### src/hw/rtl/elht_pkg.sv
// ============================================================================
// elht_pkg
// Shared types and constants of the endpoint load and health tracker.
// ============================================================================
package elht_pkg;

    // Fixed field widths
    localparam int unsigned BYTES_W = 64;
    localparam int unsigned FRAC_W  = 17;
    localparam int unsigned RUN_W   = 16;
    localparam int unsigned INDEX_W = 6;
    localparam int unsigned CFG_W   = 64;
    localparam int unsigned CFG_IDX_W = 2;
    localparam int unsigned PROD_W  = 34;
    localparam int unsigned DIV_STEPS_W = 4;

    // Q1.16 one and streak ceiling
    localparam logic [FRAC_W-1:0] ONE_Q16 = 17'd65536;
    localparam logic [RUN_W-1:0]  RUN_MAX = 16'hFFFF;

    // Configuration register indexes
    localparam logic [CFG_IDX_W-1:0] CFG_SATURATION = 2'd0;
    localparam logic [CFG_IDX_W-1:0] CFG_STREAK_LIM = 2'd1;
    localparam logic [CFG_IDX_W-1:0] CFG_EWMA_ALPHA = 2'd2;

    // Configuration reset values
    localparam logic [BYTES_W-1:0] SATURATION_RST = 64'd67108864;
    localparam logic [RUN_W-1:0]   STREAK_LIM_RST = 16'd3;
    localparam logic [FRAC_W-1:0]  EWMA_ALPHA_RST = 17'd6554;

    // Health classes
    localparam logic [1:0] HEALTH_OK        = 2'd0;
    localparam logic [1:0] HEALTH_DEGRADED  = 2'd1;
    localparam logic [1:0] HEALTH_UNHEALTHY = 2'd2;

    typedef enum logic [1:0] {
        OP_RESERVE = 2'd0,
        OP_FINISH  = 2'd1,
        OP_OBSERVE = 2'd2,
        OP_QUERY   = 2'd3
    } op_t;

    typedef struct packed {
        op_t                opcode;
        logic [INDEX_W-1:0] endpoint_index;
        logic [BYTES_W-1:0] byte_count;
        logic               health_counted;
        logic               has_outcome;
        logic               outcome_ok;
    } req_t;

    typedef struct packed {
        logic               entry_known;
        logic [BYTES_W-1:0] queued_total;
        logic [FRAC_W-1:0]  load_fraction;
        logic [1:0]         health_class;
        logic [FRAC_W-1:0]  health_cost;
        logic               busy_start;
    } rsp_t;

    // One tracker table entry
    typedef struct packed {
        logic               valid;
        logic               seen;
        logic [RUN_W-1:0]   run;
        logic [FRAC_W-1:0]  avg;
        logic [BYTES_W-1:0] queued;
    } entry_t;

    typedef enum logic [2:0] {
        ST_CLEAR,
        ST_IDLE,
        ST_READ,
        ST_UPDATE,
        ST_AVERAGE,
        ST_WRITE,
        ST_DIVIDE,
        ST_RESPOND
    } state_t;

    // Controller to datapath commands
    typedef struct packed {
        logic clear;
        logic capture;
        logic read;
        logic update;
        logic average;
        logic write;
        logic divide;
        logic respond;
    } ctl_t;

    // Datapath to controller status
    typedef struct packed {
        logic clr_last;
        logic div_last;
    } sts_t;

endpackage

### src/hw/rtl/elht_ctrl.sv
// ============================================================================
// elht_ctrl
// Sequencer: clear sweep, then read, update, average, write back, divide and respond per item.
// ============================================================================
module elht_ctrl (
    input  logic          clk,
    input  logic          rst_n,
    input  logic          req_valid,
    output logic          req_stall,
    output logic          rsp_valid,
    input  logic          rsp_stall,
    input  elht_pkg::sts_t sts,
    output elht_pkg::ctl_t ctl
);

    elht_pkg::state_t state_reg;
    elht_pkg::state_t state_next;
    logic             rsp_valid_reg;
    logic             rsp_valid_next;
    logic             rsp_free;

    assign rsp_free = !rsp_valid_reg || !rsp_stall;

    // Next state
    always_comb
    begin
        state_next = state_reg;
        case (state_reg)
            elht_pkg::ST_CLEAR:
            begin
                if (sts.clr_last)
                begin
                    state_next = elht_pkg::ST_IDLE;
                end
            end
            elht_pkg::ST_IDLE:
            begin
                if (req_valid)
                begin
                    state_next = elht_pkg::ST_READ;
                end
            end
            elht_pkg::ST_READ:    state_next = elht_pkg::ST_UPDATE;
            elht_pkg::ST_UPDATE:  state_next = elht_pkg::ST_AVERAGE;
            elht_pkg::ST_AVERAGE: state_next = elht_pkg::ST_WRITE;
            elht_pkg::ST_WRITE:   state_next = elht_pkg::ST_DIVIDE;
            elht_pkg::ST_DIVIDE:
            begin
                if (sts.div_last)
                begin
                    state_next = elht_pkg::ST_RESPOND;
                end
            end
            elht_pkg::ST_RESPOND:
            begin
                if (rsp_free)
                begin
                    state_next = elht_pkg::ST_IDLE;
                end
            end
            default: state_next = elht_pkg::ST_CLEAR;
        endcase
    end

    // Commands
    always_comb
    begin
        ctl       = '0;
        req_stall = 1'b1;
        case (state_reg)
            elht_pkg::ST_CLEAR:   ctl.clear = 1'b1;
            elht_pkg::ST_IDLE:
            begin
                req_stall   = 1'b0;
                ctl.capture = req_valid;
            end
            elht_pkg::ST_READ:    ctl.read    = 1'b1;
            elht_pkg::ST_UPDATE:  ctl.update  = 1'b1;
            elht_pkg::ST_AVERAGE: ctl.average = 1'b1;
            elht_pkg::ST_WRITE:   ctl.write   = 1'b1;
            elht_pkg::ST_DIVIDE:  ctl.divide  = 1'b1;
            elht_pkg::ST_RESPOND: ctl.respond = rsp_free;
            default:              ctl         = '0;
        endcase
    end

    // Hold the result until the receiver takes it
    assign rsp_valid_next = ctl.respond | (rsp_valid_reg & rsp_stall);
    assign rsp_valid      = rsp_valid_reg;

    always_ff @(posedge clk or negedge rst_n)
    begin
        if (!rst_n)
        begin
            state_reg     <= elht_pkg::ST_CLEAR;
            rsp_valid_reg <= 1'b0;
        end
        else
        begin
            state_reg     <= state_next;
            rsp_valid_reg <= rsp_valid_next;
        end
    end

endmodule

### config.mk
export PLATFORM = sky130hd
export DESIGN_NAME = elht_ctrl
export DESIGN_NICKNAME = d
export VERILOG_FILES = /design/src/hw/rtl/elht_pkg.sv /design/src/hw/rtl/elht_ctrl.sv
export SDC_FILE = /design/constraint.sdc
export NUM_CORES = 1
export LEC_CHECK = 0
export ABC_AREA = 1
export BUFFER_PORTS_ARGS = -buffer_cell sky130_fd_sc_hd__clkbuf_2
export CORE_AREA = 2 2 39 41
export DETAILED_ROUTE_END_ITERATION = 6
export DIE_AREA = 0 0 41 43
export PLACE_DENSITY = 0.52
export SLEW_MARGIN = 20
export SYNTH_ARGS = -nofsm -noshare
export SYNTH_HDL_FRONTEND = slang
export SYNTH_SLANG_ARGS = --single-unit
### constraint.sdc
create_clock -name clk -period 1.4 [get_ports clk]
set_input_delay 0.07 -clock clk [delete_from_list [all_inputs] [get_ports clk]]
set_output_delay 0.07 -clock clk [all_outputs]
set_load 0.05 [all_outputs]
==> out/summary.json, run 1 <==
{
  "synthesis.area_um2": 400.4,
  "synth_top_cell_area_share_pct": 25.00,
  "final_nets": 84,
  "grt_first_pass_wirelength_um": 1131,
  "root_buffer": "sky130_fd_sc_hd__clkbuf_4",
  "synth.distinct_cells": 15,
  "ys_top_cells_by_area": "sky130_fd_sc_hd__dfrtp_1, sky130_fd_sc_hd__nand2_1, sky130_fd_sc_hd__ha_1",
  "dp_worst_setup_slack_ps": 135.6,
  "floorplan.initialDensity_pct": 28.93,
  "avgRoutedWirePerCell_um": 9.102,
  "gp_routability_congestion": 0.6910,
  "placed_area_um2": 499.2,
  "number_of_placed_instances_with_taps_included": 84,
  "die-area_um2": 1763,
  "clk_latency_ps": 230,
  "total_non_filler_cell_area_in_the_finished_layout_um2": 616.8,
  "final-instance-count-excl-fill": 88,
  "fin_ws_ps": 71.59,
  "timing_max_transition_violations_final": 0,
  "setup_violations": 0,
  "place.port_buffers": 15,
  "timing_hold_violations_final": 0,
  "drc_markers": 0,
  "global_route.usage.total_pct": 9.899,
  "clkSinkCount": 4,
  "fp.dieW_um": 41,
  "synth_seq_cells": 4,
  "drive_above_1_share_pct": 55.56,
  "synth.yosys.seq_area_share_pct": 25.00,
  "antenna_violating_nets_post_route": 0,
  "startpoint_of_the_worst_register_to_register_path": "state_reg[0]",
  "drt_pre_antenna_iters": 4,
  "r2r-end": "state_reg[2]",
  "fillCellCount": 135,
  "cp-startpoint": "state_reg[0]",
  "avgSynthCellArea_um2": 7.415,
  "hold_path_class": "primary input to flop",
  "numCtsBuffers": 3,
  "h-tree-depth": 1,
  "antennaDiodeCount": 0,
  "critical_path.endpoint": "ctl[5]",
  "critPathRequiredTime_ps": 1330,
  "grt_max_degree": 10,
  "timing.max_slew.rel_slack_pct": 81.73,
  "final.setup_skew_ps": 1.520,
  "critical_path_class": "flop to output pin",
  "synth_warnings": 0,
  "post-dp-hpwl_um": 673.5,
  "critical_path_peak_fanout": 4,
  "tightest_slew_ps": 275.3,
  "grt_pass1_vias": 297,
  "fp.coreArea_um2": 1384,
  "yosys.area.top_type": "sky130_fd_sc_hd__dfrtp_1",
  "max_capacitance_violation_count": 0,
  "synth_cells": 54,
  "grt.overflow.total": 0,
  "timing.final.crit_share_pct": 94.89,
  "detail_route.iter0.violations": 4,
  "vias_per_cell": 4.148,
  "synth.net_count": 64,
  "grt_antenna_before_repair": 0,
  "largest_register_ffs": 3,
  "worstPathArrival_ps": 1260,
  "critical_path.startpoint_type": "flop",
  "r2r_cells": 7,
  "fmaxAchievable_mhz": 752.8,
  "clockBufferDepth": 2,
  "routed_wl_um": 801,
  "worst_setup_path_end_kind": "output pin",
  "top_level_ports": 16,
  "period_needed_ps": 1328,
  "ff2ff_setup_slack_ps": 170,
  "vias": 365,
  "synthToLayoutAreaGrowth_pct": 54.06,
  "placement_rows": 14,
  "die_height_um": 43,
  "rsz0062_at_grt": "true",
  "utilization_pct": 44.57,
  "cts.reportedPaths.clkPinSlew_ps": 40,
  "outcome": "finished, final reports clean",
  "cts_tree": "yes"
}
-- area by class of cell --
| class | instances | area (um^2) | share of cell area, % |
|---|---|---|---|
| Multi-Input combinational cell | 36 | 285.3 | 46.25 |
| Timing Repair Buffer | 16 | 135.1 | 21.91 |
| Sequential cell | 4 | 102.6 | 16.63 |
| Inverter | 13 | 51.30 | 8.316 |
| Clock buffer | 3 | 22.52 | 3.651 |
| Tap cell | 16 | 20.02 | 3.245 |
-- how the worst min path moves through the flow --
stage          startpoint   endpoint  slack, ps  cells past startpoint
2_1_floorplan       rst_n  rsp_valid       -230                      0
3_3_place_gp        rst_n  rsp_valid       -120                      1
3_5_place_dp        rst_n  rsp_valid       -120                      1
4_1_cts         rsp_stall  rsp_valid         60                      3
5_1_grt         rsp_stall  rsp_valid         60                      3
6_report        rsp_stall  rsp_valid         50                      3
-- per-layer routing --
| metal | vias up | global-route usage, % | wire (um) |
|---|---|---|---|
| met5 | - | 0 | 0 |
| met4 | 0 | 8.000 | 0 |
| met3 | 0 | 1.571 | 31 |
| met2 | 12 | 16.25 | 442 |
| met1 | 158 | 10.16 | 327 |
| li1 | 195 | - | - |
-- cells in the mapped netlist (all sizes together) --
library cell,n
buf,1
inv,13
nand4,1
nor2,5
nand3b,1
ha,4
dfrtp,4
o21ai,3
nand3,2
nand2,20
-- worst max-delay path, cell delays in order, from the launching register on --
cell	delay, ps
sky130_fd_sc_hd__dfrtp_2	430
sky130_fd_sc_hd__inv_2	90
sky130_fd_sc_hd__ha_2	190
sky130_fd_sc_hd__inv_1	60
sky130_fd_sc_hd__nor2_2	90
sky130_fd_sc_hd__buf_6	160
-- stage by stage --
stage | setup TNS, ps | hold slack, ps
finish | 0 | 54.32
global placement | 0 | -122.8
detailed placement | 0 | -116.8
CTS | -6.413 | 55.17
global route | -5.484 | 62.88
floorplan | -86.40 | -225.6
-- cells in the final DEF (no fill, tap or decap) --
cell                             n
sky130_fd_sc_hd__dfrtp_1         2
sky130_fd_sc_hd__ha_4            2
sky130_fd_sc_hd__ha_2            2
sky130_fd_sc_hd__nand3_1         1
sky130_fd_sc_hd__nand2_4         4
sky130_fd_sc_hd__nand2_2         1
sky130_fd_sc_hd__nand2_1        15
sky130_fd_sc_hd__nand4_1         1
sky130_fd_sc_hd__inv_4           1
sky130_fd_sc_hd__buf_6           2
sky130_fd_sc_hd__o21ai_1         3
sky130_fd_sc_hd__nor2_4          2
sky130_fd_sc_hd__inv_2           3
sky130_fd_sc_hd__nor2_2          3
sky130_fd_sc_hd__buf_4           2
sky130_fd_sc_hd__dfrtp_2         2
sky130_fd_sc_hd__dlygate4sd3_1   1
sky130_fd_sc_hd__inv_1           9
sky130_fd_sc_hd__clkbuf_2        6
sky130_fd_sc_hd__clkbuf_4        5
sky130_fd_sc_hd__nand3_2         1
sky130_fd_sc_hd__nand3b_4        1
sky130_fd_sc_hd__buf_8           1
sky130_fd_sc_hd__clkbuf_8        2
-- logic make-up (layout without fill, tap and decap cells) --
kind of cell               Yosys count  count (layout)  share of synthesized area, %
DFF                                  4               4                         25.00
and+or+nand+nor                     29              29                         43.12
adders and majority gates            4               4                         12.50
buffers and inverters               14              32                         15.62
AOI/OAI and AO/OA                    3               3                         3.749
-- timing repair --
| action | CTS | global route |
|---|---|---|
| setup endpoints to repair | 8 | 9 |
| resized for setup | 13 | 19 |
| gates cloned | 0 | 0 |
| hold buffers | 1 | 0 |
| setup buffers | 0 | 0 |
| endpoints found under the hold margin | 4 | 0 |
Power of run 1 is left out: the tool's default activity adds up to more than one toggle a clock period on the data nets, which glitch-free logic cannot reach.
==> run 2, diff against run 1 <==
PLACE_DENSITY = 0.65   (was 0.52)
==> run 2 against run 1 <==
Against the previous run:
- core utilization down 0.63 points
- fmax down 2.1%
- clock skew up 0.96 ps
- first-iteration DRC count down 75%
- sequential cell count unchanged
- register-to-register slack about the same
- non-clock buffer count unchanged
- cell area down 1.4%
- final cell count unchanged
- global-route usage up 0.51 points
- critical path depth down 1
==> out/summary.json, run 2 (synthesis gave the netlist of run 1 again) <==
{
  "met3_usage_pct": 3.141,
  "critical_path_class": "flop to output pin",
  "layout_common_cells": "sky130_fd_sc_hd__nand2_1, sky130_fd_sc_hd__inv_1, sky130_fd_sc_hd__clkbuf_4",
  "place.port_buffers": 15,
  "routed_wl_um": 784,
  "clockBufferDepth": 2,
  "antennaDiodeCount": 0,
  "fp.dieW_um": 41,
  "timing.final.crit_share_pct": 96.94,
  "tightest_slew_ps": 274.8,
  "critical_path_peak_fanout": 4,
  "setup_violations": 0,
  "numCtsBuffers": 3,
  "period_needed_ps": 1357,
  "final.setup_skew_ps": 2.480,
  "grt_max_degree": 10,
  "drive_above_1_share_pct": 54.17,
  "final-instance-count-excl-fill": 88,
  "timing.max_slew.rel_slack_pct": 81.76,
  "largest_register_ffs": 3,
  "met1_track_demand_over_resource_in_global_routing_pct": 11.80,
  "timing_hold_violations_final": 0,
  "grt.overflow.total": 0,
  "antenna_violating_nets_post_route": 0,
  "fillCellCount": 151,
  "die-area_um2": 1763,
  "max_stage_delay_ps": 430,
  "mostFrequentLayoutCell": "sky130_fd_sc_hd__nand2_1",
  "gp_routability_congestion": 0.7353,
  "vias": 374,
  "crit_path_top_delay_cell": "sky130_fd_sc_hd__dfrtp_2",
  "h-tree-depth": 1,
  "groute.layer.met2.usage_pct": 16.25,
  "final_nets": 84,
  "worst_setup_path_end_kind": "output pin",
  "grt_first_pass_wirelength_um": 1221,
  "max_capacitance_violation_count": 0,
  "rsz0062_at_grt": "true",
  "avgRoutedWirePerCell_um": 8.909,
  "clk_latency_ps": 230,
  "fmaxAchievable_mhz": 736.9,
  "floorplan.initialDensity_pct": 28.93,
  "die_height_um": 43,
  "cp_cell_sequence": "ha_1, nand2_1, inv_1, clkbuf_4",
  "post-dp-hpwl_um": 612.5,
  "hold_path_class": "primary input to flop",
  "critical_path.startpoint_type": "flop",
  "cts.reportedPaths.clkPinSlew_ps": 40,
  "number_of_placed_instances_with_taps_included": 84,
  "final.hold.worst_slack_ps": 62.08,
  "drc_markers": 0,
  "timing_max_transition_violations_final": 0,
  "clkSinkCount": 4,
  "detail_route.iter0.violations": 1,
  "vias_per_cell": 4.250,
  "cts_tree": "yes",
  "busiest_layer": "met2",
  "critPathRequiredTime_ps": 1330,
  "outcome": "finished, final reports clean",
  "global_route.usage.total_pct": 10.40,
  "fp.coreArea_um2": 1384,
  "placement_rows": 14,
  "crit_buf_inv": 2,
  "synthToLayoutAreaGrowth_pct": 51.87,
  "top_level_ports": 16,
  "worstPathArrival_ps": 1290,
  "drt_pre_antenna_iters": 4,
  "grt_antenna_before_repair": 0,
  "grt_pass1_vias": 325,
  "root_buffer": "sky130_fd_sc_hd__clkbuf_4",
  "worst_path_dominant_cell_family": "flip-flops"
}
## run 2: final cells by class
class,count,area [um^2],area share [%]
Clock buffer,3,22.52,3.704
Inverter,13,51.30,8.436
Multi-Input combinational cell,36,282.8,46.50
Sequential cell,4,102.6,16.87
Tap cell,16,20.02,3.292
Timing Repair Buffer,16,128.9,21.19
## run 2: worst paths after layout
kind | start | end | slack [ps] | cells past startpoint
worst max-delay path | state_reg[0] | ctl[4] | 40 | 4
worst min-delay path | rsp_stall | rsp_valid | 60 | 3
worst max register to register | state_reg[0] | state_reg[2] | 170 | 7
worst min register to register | rsp_valid | rsp_valid | 490 | 2
max in group asynchronous | rst_n | state_reg[2] | 1090 | 2
min in group asynchronous | rst_n | state_reg[1] | 170 | 2
## run 2: per-layer routing
metal  routed length [um]  part of all wire [%]  up-vias
met5                    0                     0        -
met4                    0                     0        0
met3                   36                   4.6        0
met2                  444                    57       11
met1                  303                    39      166
li1                     -                     -      197
## run 2: worst reg2reg max path: stages (launching register included)
cell                      delay, ps
sky130_fd_sc_hd__dfrtp_2        430
sky130_fd_sc_hd__ha_1           250
sky130_fd_sc_hd__nand2_4         80
sky130_fd_sc_hd__inv_2           40
sky130_fd_sc_hd__nand2_4         60
sky130_fd_sc_hd__nand2_4         60
sky130_fd_sc_hd__o21ai_1        120
sky130_fd_sc_hd__nand2_1         60
## run 2: timing repair
item,4_1_cts,5_1_grt
pin swaps,0,0
endpoints found under the hold margin,4,0
gates cloned,0,0
endpoints found under the setup margin,8,9
hold buffers,1,0
gates resized for setup,12,16
buffers inserted,0,0
## run 2: through the flow
step	area, um^2	setup WS (ps)	TNS (ps)	util [%]
floorplan	415.4	-86.40	-86.40	-
global placement	499.2	159.0	0	36.08
detailed placement	499.2	120.5	0	36.08
CTS	568.0	-8.542	-8.542	41.05
global route	608.1	-4.007	-8.700	43.94
finish	608.1	42.88	0	43.94
Power of run 2 is left out for the same reason.
